`src/hdl/ttsd_pkg.sv`:
```
package ttsd_pkg;

  // display positions written per temperature
  localparam int DIGIT_COUNT = 8;
  localparam int POS_W       = 4;

  // scaled value: whole*1000 + rounded fraction + 50 fits in 21 bits
  localparam int BIN_W      = 21;
  localparam int BCD_DIGITS = 7;
  localparam int BCD_W      = 4 * BCD_DIGITS;
  // digits of the tenths value are BCD digits 2..6 of the scaled value
  localparam int VAL_DIGITS = 5;
  localparam int VAL_LSB    = 8;

  localparam logic [9:0] SCALE_WHOLE = 10'd1000;
  localparam logic [6:0] ROUND_HUND  = 7'd50;

  localparam logic [7:0] CODE_MINUS = 8'h0A;
  localparam logic [7:0] CODE_BLANK = 8'h0F;
  localparam logic [7:0] POINT_BIT  = 8'h80;

  // (frac*625 + 5) / 10 for each sixteenth
  localparam logic [9:0] FRAC_Q [16] = '{
    10'd0,   10'd63,  10'd125, 10'd188, 10'd250, 10'd313, 10'd375, 10'd438,
    10'd500, 10'd563, 10'd625, 10'd688, 10'd750, 10'd813, 10'd875, 10'd938
  };

  typedef enum logic [3:0] {
    S_IDLE = 4'b0001,
    S_MUL  = 4'b0010,
    S_CONV = 4'b0100,
    S_EMIT = 4'b1000
  } state_t;

  typedef struct packed {
    logic             negative;
    logic [POS_W-1:0] point;
    logic [POS_W-1:0] pos;
  } emit_ctl_t;

endpackage

```
`src/hdl/ttsd_dabble.sv`:
```
// one double-dabble step: add 3 to every BCD digit >= 5, then shift left by one
module ttsd_dabble (
  input  logic [ttsd_pkg::BCD_W-1:0] bcd,
  input  logic [ttsd_pkg::BIN_W-1:0] bin,
  output logic [ttsd_pkg::BCD_W-1:0] bcd_next,
  output logic [ttsd_pkg::BIN_W-1:0] bin_next
);

  logic [ttsd_pkg::BCD_W-1:0] adj;

  always_comb begin
    for (int i = 0; i < ttsd_pkg::BCD_DIGITS; i++) begin
      if (bcd[4*i +: 4] >= 4'd5) begin
        adj[4*i +: 4] = bcd[4*i +: 4] + 4'd3;
      end else begin
        adj[4*i +: 4] = bcd[4*i +: 4];
      end
    end
  end

  assign bcd_next = {adj[ttsd_pkg::BCD_W-2:0], bin[ttsd_pkg::BIN_W-1]};
  assign bin_next = {bin[ttsd_pkg::BIN_W-2:0], 1'b0};

endmodule

```
`src/hdl/ttsd_code.sv`:
```
// code for one display position: digit (with point), minus, or blank
module ttsd_code (
  input  logic [4*ttsd_pkg::VAL_DIGITS-1:0] digits,
  input  ttsd_pkg::emit_ctl_t               ctl,
  output logic [7:0]                        code
);

  logic [2:0] ndig;
  logic       is_zero;
  logic [3:0] dig;
  logic       point_hit;

  always_comb begin
    is_zero = (digits == '0);
    priority if (digits[19:16] != 4'd0) ndig = 3'd5;
    else if (digits[15:12] != 4'd0)     ndig = 3'd4;
    else if (digits[11:8] != 4'd0)      ndig = 3'd3;
    else if (digits[7:4] != 4'd0)       ndig = 3'd2;
    else                                ndig = 3'd1;  // also a lone zero
  end

  always_comb begin
    unique case (ctl.pos)
      4'd1:    dig = digits[3:0];
      4'd2:    dig = digits[7:4];
      4'd3:    dig = digits[11:8];
      4'd4:    dig = digits[15:12];
      4'd5:    dig = digits[19:16];
      default: dig = 4'd0;
    endcase
  end

  assign point_hit = (ctl.pos == ctl.point) && !is_zero;

  always_comb begin
    priority if (ctl.pos <= {1'b0, ndig}) begin
      code = {4'd0, dig} | (point_hit ? ttsd_pkg::POINT_BIT : 8'd0);
    end else if (ctl.negative && (ctl.pos == ({1'b0, ndig} + 4'd1))) begin
      code = ttsd_pkg::CODE_MINUS;
    end else begin
      code = ttsd_pkg::CODE_BLANK;
    end
  end

endmodule

```
`src/hdl/temperature_to_segment_digits.sv`:
```
// Temperature to seven-segment digit writes. Pulse start while busy is low to
// hand in raw_temperature (signed, 1/16 degree). The block then produces eight
// display writes, positions 1..8, one per cycle, each marked by result_strobe
// for a single cycle; the receiver must take every beat as it comes, there is
// no back-pressure. From acceptance until busy falls, an item passes through a
// scaling state for the magnitude (one multiply), the bit-serial binary-to-BCD
// shift unit, and the writes. The last write beat is strobed in the first cycle
// with busy low. point_position is written through cfg_valid/cfg_ready (always
// ready) and should change only while idle.
module temperature_to_segment_digits (
  input  logic               clk,
  input  logic               rst,
  input  logic               start,
  output logic               busy,
  input  logic signed [15:0] raw_temperature,
  input  logic               cfg_valid,
  output logic               cfg_ready,
  input  logic [3:0]         point_position,
  output logic               result_strobe,
  output logic [3:0]         digit_register,
  output logic [7:0]         digit_code,
  output logic               last_write
);

  ttsd_pkg::state_t               state;
  logic [3:0]                     point;
  logic                           negative;
  logic [15:0]                    mag;
  logic [ttsd_pkg::BIN_W-1:0]     bin;
  logic [ttsd_pkg::BCD_W-1:0]     bcd;
  logic [ttsd_pkg::BIN_W-1:0]     bin_next;
  logic [ttsd_pkg::BCD_W-1:0]     bcd_next;
  logic [4:0]                     cnt;
  logic [ttsd_pkg::POS_W-1:0]     pos;
  logic [15:0]                    raw_u;
  logic [21:0]                    scaled;
  ttsd_pkg::emit_ctl_t            ctl;
  logic [7:0]                     code;
  logic                           accept;

  assign cfg_ready = 1'b1;
  assign busy      = (state != ttsd_pkg::S_IDLE);
  assign accept    = start && !busy;
  assign raw_u     = raw_temperature;

  assign scaled = 22'(mag[15:4]) * 22'(ttsd_pkg::SCALE_WHOLE)
                + 22'(ttsd_pkg::FRAC_Q[mag[3:0]])
                + 22'(ttsd_pkg::ROUND_HUND);

  ttsd_dabble u_dabble (
    .bcd      (bcd),
    .bin      (bin),
    .bcd_next (bcd_next),
    .bin_next (bin_next)
  );

  assign ctl.negative = negative;
  assign ctl.point    = point;
  assign ctl.pos      = pos;

  ttsd_code u_code (
    .digits (bcd[ttsd_pkg::VAL_LSB +: 4*ttsd_pkg::VAL_DIGITS]),
    .ctl    (ctl),
    .code   (code)
  );

  always_ff @(posedge clk) begin
    if (rst) begin
      point <= 4'd2;
    end else if (cfg_valid && cfg_ready) begin
      point <= point_position;
    end
  end

  always_ff @(posedge clk) begin
    if (rst) begin
      state         <= ttsd_pkg::S_IDLE;
      result_strobe <= 1'b0;
      cnt           <= '0;
      pos           <= '0;
    end else begin
      result_strobe <= 1'b0;
      unique case (state)
        ttsd_pkg::S_IDLE: begin
          if (accept) begin
            state <= ttsd_pkg::S_MUL;
          end
        end
        ttsd_pkg::S_MUL: begin
          cnt   <= '0;
          state <= ttsd_pkg::S_CONV;
        end
        ttsd_pkg::S_CONV: begin
          cnt <= cnt + 5'd1;
          if (cnt == 5'(ttsd_pkg::BIN_W - 1)) begin
            pos   <= 4'd1;
            state <= ttsd_pkg::S_EMIT;
          end
        end
        ttsd_pkg::S_EMIT: begin
          result_strobe <= 1'b1;
          pos           <= pos + 4'd1;
          if (pos == 4'(ttsd_pkg::DIGIT_COUNT)) begin
            state <= ttsd_pkg::S_IDLE;
          end
        end
        default: state <= ttsd_pkg::S_IDLE;
      endcase
    end
  end

  // datapath
  always_ff @(posedge clk) begin
    if (accept) begin
      negative <= raw_u[15];
      mag      <= raw_u[15] ? (~raw_u + 16'd1) : raw_u;
    end
    if (state == ttsd_pkg::S_MUL) begin
      bin <= scaled[ttsd_pkg::BIN_W-1:0];
      bcd <= '0;
    end else if (state == ttsd_pkg::S_CONV) begin
      bin <= bin_next;
      bcd <= bcd_next;
    end
    if (state == ttsd_pkg::S_EMIT) begin
      digit_register <= pos;
      digit_code     <= code;
      last_write     <= (pos == 4'(ttsd_pkg::DIGIT_COUNT));
    end
  end

  a_accept_busy: assert property (@(posedge clk) disable iff (rst)
    accept |=> busy)
    else $error("busy not raised after accepted item");

  a_last_gap: assert property (@(posedge clk) disable iff (rst)
    result_strobe && last_write |=> !result_strobe)
    else $error("write beat follows last write");

  a_pos_range: assert property (@(posedge clk) disable iff (rst)
    result_strobe |-> (digit_register >= 4'd1) &&
                      (digit_register <= 4'(ttsd_pkg::DIGIT_COUNT)))
    else $error("digit register out of range");

  a_pos_step: assert property (@(posedge clk) disable iff (rst)
    result_strobe && !last_write |=>
      result_strobe && (digit_register == $past(digit_register) + 4'd1))
    else $error("write beats not consecutive");

  a_emit_busy: assert property (@(posedge clk) disable iff (rst)
    result_strobe && !last_write |-> busy)
    else $error("writes pending while idle");

endmodule

```
`config.mk`:
```
export PLATFORM = sky130hd
export DESIGN_NAME = temperature_to_segment_digits
export DESIGN_NICKNAME = d
export VERILOG_FILES = /design/src/hdl/ttsd_pkg.sv /design/src/hdl/ttsd_dabble.sv /design/src/hdl/ttsd_code.sv /design/src/hdl/temperature_to_segment_digits.sv
export SDC_FILE = /design/constraint.sdc
export NUM_CORES = 1
export LEC_CHECK = 0
export ABC_AREA = 1
export BUFFER_PORTS_ARGS = -buffer_cell sky130_fd_sc_hd__buf_2
export CORE_AREA = 2 2 166 103
export CTS_BUF_LIST = sky130_fd_sc_hd__clkbuf_8 sky130_fd_sc_hd__clkbuf_16
export DETAILED_ROUTE_END_ITERATION = 8
export DIE_AREA = 0 0 168 105
export PLACE_DENSITY = 0.67
export SETUP_SLACK_MARGIN = 0.5
export SLEW_MARGIN = 30
export SYNTH_ARGS = -nofsm -noshare
export SYNTH_HDL_FRONTEND = slang
export SYNTH_SLANG_ARGS = --single-unit
```
`constraint.sdc`:
```
create_clock -name clk -period 6.8 [get_ports clk]
set_input_delay 1.36 -clock clk [delete_from_list [all_inputs] [get_ports clk]]
set_output_delay 1.36 -clock clk [all_outputs]
set_load 0.05 [all_outputs]
```
==> metrics.txt <==
top post-synthesis cells by area edfxtp_1 (18%), ha_1 (14%), dfxtp_1 (12%), nand2_1 (9.4%), fa_1 (9.3%); CTS tree yes; setup TNS 0 ps; Distinct cells, synth 46; final cell count without fillers about 1.2k; vias in the first global route 5918; Fin Clk Skew 14.6 ps; Routability Congestion 0.854; Ports 40; CTS Buffer Depth 2; EDFF count, synth 48; crit path buf inv count 2; Synth top area share between 15 and 20%; Top delay family on crit path adder cells; R2R depth 19; diode count 0; grt met3 use roughly 3.3%; post-synthesis adder-cell area fraction 23.6%; Hold Buf Count CTS 0; row count 36; Port Buffer Count 35; clock transition at the registers of the reported paths 70 ps; met2 global-route usage 25.9%; Final Slew Violations 0; Post-Synth Simple-Gate Area about a fifth; max-cap viol count 0; global-route wire length before repair 27.4 mm; Post-CTS Setup Bufs 0; Hold Fails Final Rpt 0; via/cell ratio between 4 and 5; DRC 0; Slew headroom between 50% and 60%; CTS Root Cell clkbuf_16; slowest stage delay, CP 640 ps; post-synthesis sequential area ratio around 30%; die height approximately 110 um; Tot GR Track Use 19.1%; unrepaired setup endpoints after global routing false; critical path class reg -> reg; DP Wirelength 12.7 mm; crit share post-route about 75%; status complete, no violations; final wirelength about 16 mm; CP Capture Type flip-flop; Yosys reg bits 94; core area 16000 um^2; area fraction in compound gates after synthesis 10.3%; Starting Density about half; min cycle time layout 5070 ps; hold path start cnt[0]; synthesized cell area 7950 um^2; mux contribution to synthesized area 0%; r2r startpoint mag[4]; Final setup viols 0; clk sinks 94; die area between 15000 and 20000 um^2; Worst-Skew Late Latency between 300 and 400 ps; total number of vias 6208; gr busiest metal met1; most frequent cells in the layout nand2_1 (200), inv_1 (187), ha_1 (91); R2R Path End bin[15]; Peak Freq 197 MHz; syn avg cell area 7.98 um^2; biggest area consumer among synthesized cells edfxtp_1; Synth Area in XOR/XNOR 4.96%; worst min-delay path class reg -> reg; startpoint types flip-flop; Slew @ Worst Pin 708 ps; critical path data arrival time around 5200 ps; Worst Path Max Fanout 6; post_cts resized 0; Filler cells 1484; grt ovf 0; Hold EP cnt[0]; Critical Path RT 6890 ps; CP Cell Sequence fa_1 -> xor2_1 -> ha_1 -> inv_1 -> fa_1 -> fa_1 -> inv_1 -> ha_1 -> xor2_1 -> ha_1 -> ha_1 -> nand2_1 -> nor2_1 -> nand3_1 -> nand4_1 -> nand3_2 -> nor2_4 -> xor2_1 -> o21ai_1; Final nets 1185; routed wire length per instance 12.6 um; placed cell count 1231; Critical Path Source mag[4]; htree depth 3; crit path max-delay cell type fa_1; drt pass-1 iters 5; Synth Instances around 1000; most common library cell in the layout ignoring fill and taps nand2_1; Synth Flop Type edfxtp_1; Crit path top cell by count ha_1; Detail Route Antenna Nets 0; main combinational cell family by area after synthesis adder cells; Syn-to-layout area delta 8.67%; flop2flop setup slack about 1700 ps; largest net degree at the start of global routing 33; asr flop ratio synth 0%; M1 GR Usage 31.1%; Die Span X 168 um; Initial DRC Count between 400 and 500; CTS Buf Count 9; YS warnings 0; Hold Path Depth 1; initial antenna violation count 0; share of cells above drive strength 1 9.73%
[state kept, by name, summed over array words and instances, names as in the netlist]
name            flops
bcd                28
bin                21
mag                16
cnt                 5
digit_code          5
digit_register      4
point               4
pos                 4
state               4
last_write          1
negative            1
result_strobe       1
[through the flow]
step           setup slack, ps  util, %  area, um^2  hold WS (ps)
6_report                  1730     54.0        8640           484
5_1_grt                   1440     54.0        8640           525
3_3_place_gp              1820     52.2        8340           478
3_5_place_dp              1700     52.2        8340           476
4_1_cts                   1700     54.0        8640           489
2_1_floorplan             2040        -        7960           422
[final cells by class]
| class | count | area [um^2] | area share, % |
|---|---|---|---|
| multi-input combinational | 697 | 4790 | 55.5 |
| inverter | 192 | 721 | 8.34 |
| clock buffer | 9 | 225 | 2.61 |
| clock inverter | 7 | 73.8 | 0.854 |
| timing repair buffer | 39 | 205 | 2.37 |
| tap | 209 | 262 | 3.03 |
| sequential | 94 | 2360 | 27.3 |
[cell usage after synthesis (all sizes together), types with 2 or more instances]
| master | count |
|---|---|
| nand2 | 214 |
| inv | 192 |
| ha | 91 |
| nor2 | 67 |
| o21ai | 66 |
| nand3 | 54 |
| a21oi | 49 |
| edfxtp | 48 |
| dfxtp | 46 |
| fa | 37 |
| xor2 | 34 |
| nor3 | 17 |
| nand4 | 11 |
| o22ai | 11 |
| xnor2 | 11 |
| buf | 8 |
| clkbuf | 8 |
| o211ai | 6 |
| or2 | 6 |
| a31oi | 4 |
| o32ai | 3 |
| a21o | 2 |
| and2 | 2 |
| conb | 2 |
[cell families (layout without fill, tap and decap cells)]
group / after synthesis / in the layout
AND/OR/NAND/NOR: 373 / 373
buffers and inverters: 208 / 247
AO/OA/AOI/OAI: 147 / 147
adder cells (fa/ha/maj): 128 / 128
flip-flops: 94 / 94
XOR/XNOR: 45 / 45
other: 2 / 4
[metal layers]
layer | wire, um | vias to the layer above
li1 | - | 3271
met1 | 9070 | 2796
met2 | 5790 | 129
met3 | 777 | 12
met4 | 110 | 0
met5 | 0 | -
[how the worst max path moves through the flow]
| stage | cells past startpoint | endpoint | slack [ps] |
|---|---|---|---|
| 2_1_floorplan | 19 | bin[15] | 2040 |
| 3_3_place_gp | 19 | bin[15] | 1820 |
| 3_5_place_dp | 19 | bin[15] | 1700 |
| 4_1_cts | 19 | bin[15] | 1700 |
| 5_1_grt | 22 | bin[15] | 1440 |
| 6_report | 19 | bin[15] | 1730 |
Power is left out: the tool's default activity adds up to more than one toggle a clock period on the data nets, which glitch-free logic cannot reach.
